<file path="config.mk">
export PLATFORM = sky130hd
export DESIGN_NAME = timed_midi_event_queue
export DESIGN_NICKNAME = d
export VERILOG_FILES = /design/src/sv/tmeq_pkg.sv /design/src/sv/timed_midi_event_queue.sv
export SDC_FILE = /design/constraint.sdc
export NUM_CORES = 2
export LEC_CHECK = 0
export ABC_AREA = 1
export BUFFER_PORTS_ARGS = -buffer_cell sky130_fd_sc_hd__buf_2
export CAP_MARGIN = 20
export CORE_MARGIN = 3
export CORE_UTILIZATION = 63
export CTS_CLUSTER_DIAMETER = 50
export DETAILED_ROUTE_END_ITERATION = 10
export PLACE_DENSITY = 0.77
export SKIP_CTS_REPAIR_TIMING = 1
export SYNTH_ARGS = -nofsm -noshare
export SYNTH_HDL_FRONTEND = slang
export SYNTH_SLANG_ARGS = --single-unit
export TNS_END_PERCENT = 1
</file>
<file path="constraint.sdc">
create_clock -name clock -period 6.8 [get_ports clock]
set_input_delay 1.36 -clock clock [delete_from_list [all_inputs] [get_ports clock]]
set_output_delay 1.36 -clock clock [all_outputs]
set_load 0.01 [all_outputs]
</file>
<file path="src/sv/tmeq_pkg.sv">
`default_nettype none
// ----------------------------------------------------------------------------
// Timed MIDI event queue package
// Word types of the request and response channels, the stored entry layout,
// and the codes shared by the queue logic.
// ----------------------------------------------------------------------------
package tmeq_pkg;

   // Function codes of a request word.
   localparam logic [1:0] FUNC_SCHEDULE = 2'd0;
   localparam logic [1:0] FUNC_TICK     = 2'd1;
   localparam logic [1:0] FUNC_CLEAR    = 2'd2;

   // Control register indexes.
   localparam logic CSR_ROUTE_EXT = 1'b0;
   localparam logic CSR_ROUTE_INT = 1'b1;

   // A tick releases at most this many entries.
   localparam int MAX_RELEASE = 32;
   localparam int RelW        = 6;

   // Status byte masks.
   localparam logic [7:0] STATUS_MASK  = 8'hF0;
   localparam logic [7:0] CHANNEL_MASK = 8'h0F;

   typedef struct packed {
      logic [1:0]  func;
      logic [31:0] now_ms;
      logic [31:0] delay_ms;
      logic [3:0]  channel;
      logic [1:0]  msg_len;
      logic [7:0]  msg_byte0;
      logic [7:0]  msg_byte1;
      logic [7:0]  msg_byte2;
      logic        synth_ready;
   } req_word_type;

   typedef struct packed {
      logic [1:0] out_len;
      logic [7:0] out_byte0;
      logic [7:0] out_byte1;
      logic [7:0] out_byte2;
      logic       to_external;
      logic       to_internal;
      logic [5:0] remaining_count;
      logic       last;
   } rsp_word_type;

   // Stored message: length in the low bits, then the three bytes.
   typedef struct packed {
      logic [7:0] byte2;
      logic [7:0] byte1;
      logic [7:0] byte0;
      logic [1:0] len;
   } msg_type;

   typedef struct packed {
      logic [31:0] due;
      msg_type     msg;
   } entry_type;

endpackage
`default_nettype wire

</file>
<file path="src/sv/timed_midi_event_queue.sv">
`default_nettype none
// A clear, a dropped schedule or an unused code is done in idle. A schedule moves each
// later entry up one slot from the tail until an earlier entry or the head ends the walk.
// A tick releases due entries from the head until one is not yet due, the queue is empty
// or MAX_RELEASE is reached; output stalls hold it. Memory reads are registered, and one
// request word is in work at a time. Reset empties the queue and sets routing to external
// on, internal off; the entry memory is not cleared.
// ----------------------------------------------------------------------------
// Timed MIDI event queue
// Keeps scheduled MIDI messages in due-time order in a circular memory and
// releases those that are due on a tick, earliest first.
// ----------------------------------------------------------------------------
module timed_midi_event_queue
   import tmeq_pkg::*;
#(
   parameter int QUEUE_DEPTH = 32
) (
   input  wire logic         clock,
   input  wire logic         reset,
   input  wire logic         req_valid,
   output logic              req_stall,
   input  wire req_word_type req_data,
   output logic              rsp_valid,
   input  wire logic         rsp_stall,
   output rsp_word_type      rsp_data,
   input  wire logic         csr_we,
   input  wire logic         csr_index,
   input  wire logic         csr_wdata
);

   localparam int IdxW = (QUEUE_DEPTH > 1) ? $clog2(QUEUE_DEPTH) : 1;
   localparam int CntW = $clog2(QUEUE_DEPTH + 1);

   localparam logic [2:0] S_IDLE     = 3'd0;
   localparam logic [2:0] S_INS_RD   = 3'd1;
   localparam logic [2:0] S_INS_CHK  = 3'd2;
   localparam logic [2:0] S_TICK_RD  = 3'd3;
   localparam logic [2:0] S_TICK_CHK = 3'd4;
   localparam logic [2:0] S_TICK_FIN = 3'd5;

   // Map a head-relative sum back into the memory range.
   function automatic logic [IdxW-1:0] wrap_idx(input logic [IdxW:0] s);
      logic [IdxW:0] r;
      begin
         r = s;
         if (s >= (IdxW+1)'(QUEUE_DEPTH)) begin
            r = s - (IdxW+1)'(QUEUE_DEPTH);
         end
         return r[IdxW-1:0];
      end
   endfunction

   logic [2:0]      state_ff, state_in;
   logic [IdxW-1:0] head_ff, head_in;
   logic [CntW-1:0] count_ff, count_in;
   logic [CntW-1:0] pos_ff, pos_in;
   entry_type       ins_ff, ins_in;
   logic [31:0]     now_ff, now_in;
   logic            to_ext_ff, to_ext_in;
   logic            to_int_ff, to_int_in;
   logic [RelW-1:0] rel_n_ff, rel_n_in;
   logic            pend_ff, pend_in;
   msg_type         pend_msg_ff, pend_msg_in;
   logic [5:0]      pend_rem_ff, pend_rem_in;
   logic            route_ext_ff, route_int_ff;
   logic            rsp_valid_ff, rsp_valid_in;
   rsp_word_type    rsp_ff, rsp_in;

   entry_type       mem [QUEUE_DEPTH];
   entry_type       rd_q;
   logic            mem_re, mem_we;
   logic [IdxW-1:0] rd_addr, wr_addr;
   entry_type       wr_data;

   logic            req_take;
   logic            out_free;
   msg_type         new_msg;

   assign req_stall = (state_ff != S_IDLE);
   assign req_take  = req_valid && !req_stall;
   assign out_free  = !rsp_valid_ff || !rsp_stall;
   assign rsp_valid = rsp_valid_ff;
   assign rsp_data  = rsp_ff;

   // Build the stored form of a scheduled message.
   always_comb begin
      new_msg.len   = req_data.msg_len;
      new_msg.byte0 = (req_data.msg_len == 2'd0) ? 8'h00 :
                      ((req_data.msg_byte0 & STATUS_MASK) |
                       ({4'h0, req_data.channel} & CHANNEL_MASK));
      new_msg.byte1 = (req_data.msg_len >= 2'd2) ? req_data.msg_byte1 : 8'h00;
      new_msg.byte2 = (req_data.msg_len == 2'd3) ? req_data.msg_byte2 : 8'h00;
   end

   // Sequencer for insertion walks and release walks.
   always_comb begin
      state_in     = state_ff;
      head_in      = head_ff;
      count_in     = count_ff;
      pos_in       = pos_ff;
      ins_in       = ins_ff;
      now_in       = now_ff;
      to_ext_in    = to_ext_ff;
      to_int_in    = to_int_ff;
      rel_n_in     = rel_n_ff;
      pend_in      = pend_ff;
      pend_msg_in  = pend_msg_ff;
      pend_rem_in  = pend_rem_ff;
      rsp_valid_in = rsp_valid_ff && rsp_stall;
      rsp_in       = rsp_ff;
      mem_re       = 1'b0;
      mem_we       = 1'b0;
      rd_addr      = head_ff;
      wr_addr      = wrap_idx({1'b0, head_ff} + (IdxW+1)'(pos_ff));
      wr_data      = ins_ff;

      case (state_ff)
         S_IDLE: begin
            if (req_take) begin
               case (req_data.func)
                  FUNC_SCHEDULE: begin
                     if (count_ff < CntW'(QUEUE_DEPTH)) begin
                        ins_in.due = req_data.now_ms + req_data.delay_ms;
                        ins_in.msg = new_msg;
                        pos_in     = count_ff;
                        state_in   = S_INS_RD;
                     end
                  end
                  FUNC_TICK: begin
                     now_in    = req_data.now_ms;
                     to_ext_in = route_ext_ff;
                     to_int_in = route_int_ff && req_data.synth_ready;
                     rel_n_in  = '0;
                     pend_in   = 1'b0;
                     state_in  = S_TICK_RD;
                  end
                  FUNC_CLEAR: begin
                     count_in = '0;
                     head_in  = '0;
                  end
                  default: begin
                  end
               endcase
            end
         end

         // Look at the entry just before the open slot.
         S_INS_RD: begin
            if (pos_ff == '0) begin
               mem_we   = 1'b1;
               count_in = count_ff + 1'b1;
               state_in = S_IDLE;
            end else begin
               mem_re   = 1'b1;
               rd_addr  = wrap_idx({1'b0, head_ff} + (IdxW+1)'(pos_ff - 1'b1));
               state_in = S_INS_CHK;
            end
         end

         // A later entry moves up one slot; otherwise the new one lands here.
         S_INS_CHK: begin
            mem_we = 1'b1;
            if (rd_q.due > ins_ff.due) begin
               wr_data  = rd_q;
               pos_in   = pos_ff - 1'b1;
               state_in = S_INS_RD;
            end else begin
               count_in = count_ff + 1'b1;
               state_in = S_IDLE;
            end
         end

         S_TICK_RD: begin
            if (count_ff == '0 || rel_n_ff == RelW'(MAX_RELEASE)) begin
               state_in = S_TICK_FIN;
            end else begin
               mem_re   = 1'b1;
               state_in = S_TICK_CHK;
            end
         end

         // The head entry is due: send the held one and hold this one, so that
         // the last word of the tick can be marked.
         S_TICK_CHK: begin
            if (rd_q.due > now_ff) begin
               state_in = S_TICK_FIN;
            end else if (!pend_ff || out_free) begin
               if (pend_ff) begin
                  rsp_valid_in = 1'b1;
                  rsp_in = '{out_len: pend_msg_ff.len, out_byte0: pend_msg_ff.byte0,
                             out_byte1: pend_msg_ff.byte1, out_byte2: pend_msg_ff.byte2,
                             to_external: to_ext_ff, to_internal: to_int_ff,
                             remaining_count: pend_rem_ff, last: 1'b0};
               end
               pend_in     = 1'b1;
               pend_msg_in = rd_q.msg;
               count_in    = count_ff - 1'b1;
               pend_rem_in = 6'(count_ff - 1'b1);
               head_in     = wrap_idx({1'b0, head_ff} + (IdxW+1)'(1));
               rel_n_in    = rel_n_ff + 1'b1;
               state_in    = S_TICK_RD;
            end
         end

         S_TICK_FIN: begin
            if (!pend_ff) begin
               state_in = S_IDLE;
            end else if (out_free) begin
               rsp_valid_in = 1'b1;
               rsp_in = '{out_len: pend_msg_ff.len, out_byte0: pend_msg_ff.byte0,
                          out_byte1: pend_msg_ff.byte1, out_byte2: pend_msg_ff.byte2,
                          to_external: to_ext_ff, to_internal: to_int_ff,
                          remaining_count: pend_rem_ff, last: 1'b1};
               pend_in  = 1'b0;
               state_in = S_IDLE;
            end
         end

         default: begin
            state_in = S_IDLE;
         end
      endcase
   end

   // Entry memory with registered read data.
   always_ff @(posedge clock) begin
      if (mem_we) begin
         mem[wr_addr] <= wr_data;
      end
      if (mem_re) begin
         rd_q <= mem[rd_addr];
      end
   end

   // Control state.
   always_ff @(posedge clock) begin
      if (reset) begin
         state_ff     <= S_IDLE;
         head_ff      <= '0;
         count_ff     <= '0;
         pend_ff      <= 1'b0;
         rsp_valid_ff <= 1'b0;
         rel_n_ff     <= '0;
      end else begin
         state_ff     <= state_in;
         head_ff      <= head_in;
         count_ff     <= count_in;
         pend_ff      <= pend_in;
         rsp_valid_ff <= rsp_valid_in;
         rel_n_ff     <= rel_n_in;
      end
   end

   // Routing registers.
   always_ff @(posedge clock) begin
      if (reset) begin
         route_ext_ff <= 1'b1;
         route_int_ff <= 1'b0;
      end else if (csr_we) begin
         case (csr_index)
            CSR_ROUTE_EXT: route_ext_ff <= csr_wdata;
            CSR_ROUTE_INT: route_int_ff <= csr_wdata;
            default: begin
            end
         endcase
      end
   end

   // Payload registers.
   always_ff @(posedge clock) begin
      pos_ff      <= pos_in;
      ins_ff      <= ins_in;
      now_ff      <= now_in;
      to_ext_ff   <= to_ext_in;
      to_int_ff   <= to_int_in;
      pend_msg_ff <= pend_msg_in;
      pend_rem_ff <= pend_rem_in;
      rsp_ff      <= rsp_in;
   end

   // The fill count stays within the memory.
   a_count_range: assert property (@(posedge clock) disable iff (reset)
      count_ff <= CntW'(QUEUE_DEPTH))
      else $error("queue count beyond depth");

   // No held release survives the end of a tick.
   a_idle_no_pend: assert property (@(posedge clock) disable iff (reset)
      state_ff == S_IDLE |-> !pend_ff)
      else $error("held release left over in idle");

   // The memory is never read and written in the same cycle.
   a_mem_one_port: assert property (@(posedge clock) disable iff (reset)
      !(mem_re && mem_we))
      else $error("memory read and write overlap");

   // A new response word is loaded only when the output register is free.
   a_no_overwrite: assert property (@(posedge clock) disable iff (reset)
      rsp_valid_ff && rsp_stall |=> rsp_valid_ff && $stable(rsp_ff))
      else $error("stalled response word overwritten");

   // Releases per tick stay within the limit.
   a_rel_limit: assert property (@(posedge clock) disable iff (reset)
      rel_n_ff <= RelW'(MAX_RELEASE))
      else $error("too many releases in one tick");

endmodule
`default_nettype wire
</file>
==> run_results.csv <==
group,metric,value,unit
synthesis,synth-xor-area-share,0.004717,
synthesis,synth_top_area_cell,"edfxtp_1",
cells_and_area,fin_cells,9442,
grt,grt_pass1_wl,343200,um
cells_and_area,nets,7616,
synthesis,ys_top_cells_by_area,"edfxtp_1, o211ai_1, nand2_1, inv_1, nand3_1",
synthesis,yosysWarnings,0,
synthesis,synthArstFlopShare,0,
timing,fin_crit_sh,0.6895,
power_and_ir_drop,ir_drop,0.3968,mV
timing,maxSlewHeadroom,0.1802,
synthesis,synthAdderAreaFrac,0.01612,
synthesis,syn_area_per_cell,12.14,um2
placement,place_hpwl,117100,um
hold_path,holdPathStages,0,
synthesis,synth_top_area_frac,0.7005,
cells_and_area,syn2layout_area_growth,10.81,%
detailed_routing,vias,58383,
grt,track_usage,0.3144,
run,drv_cap,0,
detailed_routing,dr.first_iter.drc_count,7595,
detailed_routing,post_drt_wl_per_cell,24.39,um
grt,grt_pass1_vias,56429,
placement,placed_cells,9053,
detailed_routing,remaining_drc_errors,0,
synthesis,synth_cell_types,43,
power_and_ir_drop,p_per_area,310.5,mW/mm2
synthesis,ys_seq_area_frac,0.7059,
synthesis,syn_area,0.08912,mm2
clock_network,clk_pin_slew,0.06,ns
timing,rsz0062_at_grt,"no",
cells_and_area,drive_gt1_frac,0.08949,
placement,globalplace.congestion,0.8819,
placement,dp_slack,2.216,ns
grt,antenna_found_initial,1,
clock_network,clk_latency,0.85,ns
setup_path,cp-end-kind,"flop",
setup_path,start_kind,"flop",
hold_path,min_path_type,"reg2reg",
timing,min_period,4.689,ns
setup_path,worstPathArrival,5.14,ns
synthesis,synth_common_cells,"edfxtp_1, nand2_1, inv_1",
detailed_routing,drt_wl_total,230300,um
clock_network,cts_max_path_buffers,3,
timing,slew_viol_final,0,
synthesis,synth_top_family_by_area,"simple AND/OR/NAND/NOR gates",
clock_network,cts.sinks,2103,
floorplanning,core_region_area,0.1400,mm2
power_and_ir_drop,p_leak,35.75,nW
setup_path,ff2ff_path_depth,9,
detailed_routing,vias_per_cell,6.183,
synthesis,synth_edf_count,2079,
timing,finClkSkew,0.04510,ns
synthesis,synthSimpleGateAreaFrac,0.1169,
clock_network,numCtsBuffers,208,
floorplanning,fp.dieH,382.1,um
timing,worst-slew-pin-transition,1.230,ns
synthesis,synthMuxAreaShare,0,
grt,gr-total-overflow,0,
run_status,outcome,"finished, final reports clean",
detailed_routing,detail_route.first_pass.iterations,8,
clock_network,cts_max_level,4,
cells_and_area,fillers,8939,
timing,finalHoldViolations,0,
floorplanning,floorplan.rows,137,
detailed_routing,ant_nets,0,
synthesis,syn_inst,7343,
floorplanning,start_util,0.6364,
floorplanning,die_area,0.1460,mm2
setup_path,crit_path_max_fanout,25,
floorplanning,die_w,382.1,um
clock_network,cts-root-buf,"clkbuf_16",
setup_path,worstPathRequired,7.25,ns
synthesis,synth_seq_cells,2103,
clock_network,cts_tree,"done",
floorplanning,io_pins,141,
synthesis,yosysMostFrequentCell,"edfxtp_1",
setup_path,crit_type,"reg2reg",
timing,timing.fmax,0.2133,GHz
synthesis,syn-num-nets,7560,
timing,finalSetupTns,0,ns
timing,setup_violations,0,
grt,grt_max_degree,244,
synthesis,synth_compound_area_frac,0.09065,
placement,io_buffers,136,
timing,setup_ws,2.111,ns
synthesis,ys.flop_type,"edfxtp_1",
cell type report:
| class | count | area [um2] | area share |
|---|---|---|---|
| Inverter | 1073 | 4058 | 0.04108 |
| Multi-Input combinational cell | 3753 | 20730 | 0.2099 |
| Antenna cell | 1 | 2.502 | 0.00002534 |
| Clock inverter | 128 | 1274 | 0.01290 |
| Sequential cell | 2103 | 62910 | 0.6370 |
| Tap cell | 1876 | 2347 | 0.02377 |
| Timing Repair Buffer | 260 | 2059 | 0.02085 |
| Clock buffer | 248 | 5376 | 0.05444 |
layout by cell type (no fill, tap or decap), drive strengths merged, types with 9 or more instances in the layout:
master and instances:
o21ai 77, nand3 737, a31oi 9, xor2 33
buf 260, a21oi 82, inv 1085, clkinvlp 10
nor2 142, or2 59, nand2 1490, bufinv 14
edfxtp 2079, dfxtp 24, clkbuf 248, clkinv 92
ha 110, xnor2 15, nand4 19, nor3 16
o211ai 929
stage by stage:
step / utilization / area [um2] / hold slack, ns / total power, mW
floorplan: - / 89120 / 0.4003 / 18.25
global placement: 0.6563 / 91910 / 0.4003 / 19.46
detailed placement: 0.6564 / 91930 / 0.4045 / 19.60
CTS: 0.7039 / 98580 / 0.4191 / 30.64
global route: 0.7052 / 98760 / 0.4236 / 31.72
finish: 0.7052 / 98760 / 0.4181 / 30.67
metal layers:
layer,GRT usage,up-vias,part of all wire
li1,-,26123,-
met2,0.5098,3558,0.48
met1,0.4209,28078,0.36
met4,0.1334,0,0.042
met3,0.06018,624,0.12
met5,0,-,0
kinds of logic (layout without fill, tap and decap cells):
| group | Yosys count | count (layout) |
|---|---|---|
| other cells | 0 | 1 |
| buf+inv | 1487 | 1709 |
| fa+ha+maj | 113 | 113 |
| simple gates | 2466 | 2466 |
| compound gates | 1126 | 1126 |
| xor+xnor | 48 | 48 |
| flops | 2103 | 2103 |
registers in the layout (all words and copies together) (netlist names), 26 cells and up:
signal	cells
ins_ff	58
mem	1856
rsp_data	35
rd_q	58
now_ff	32
pend_msg_ff	26
power by group:
part	switching (mW)	internal [mW]
sequential	0.113	14.5
clock	4.96	6.22
combinational	3.42	1.41
worst max-delay path, cell delays in order (launching register included):
cell and delay [ns]:
edfxtp_1 0.43, inv_1 0.14, ha_1 0.19, nand2_1 0.07, nor2_2 0.11, nand2_1 0.11
o21ai_0 0.65, nand3_1 0.90, nor2_4 1.05, buf_4 0.62
path summary, 6_finish.rpt:
path / slack (ns) / start / to
setup / recovery: 2.11 / pos_ff[0] / mem[24][35]
hold / removal: 0.42 / pend_msg_ff[18] / rsp_data[9]
setup reg to reg: 2.11 / pos_ff[0] / mem[24][35]
hold reg to reg: 0.42 / pend_msg_ff[18] / rsp_data[9]
Power figures use the tool's default switching activity.
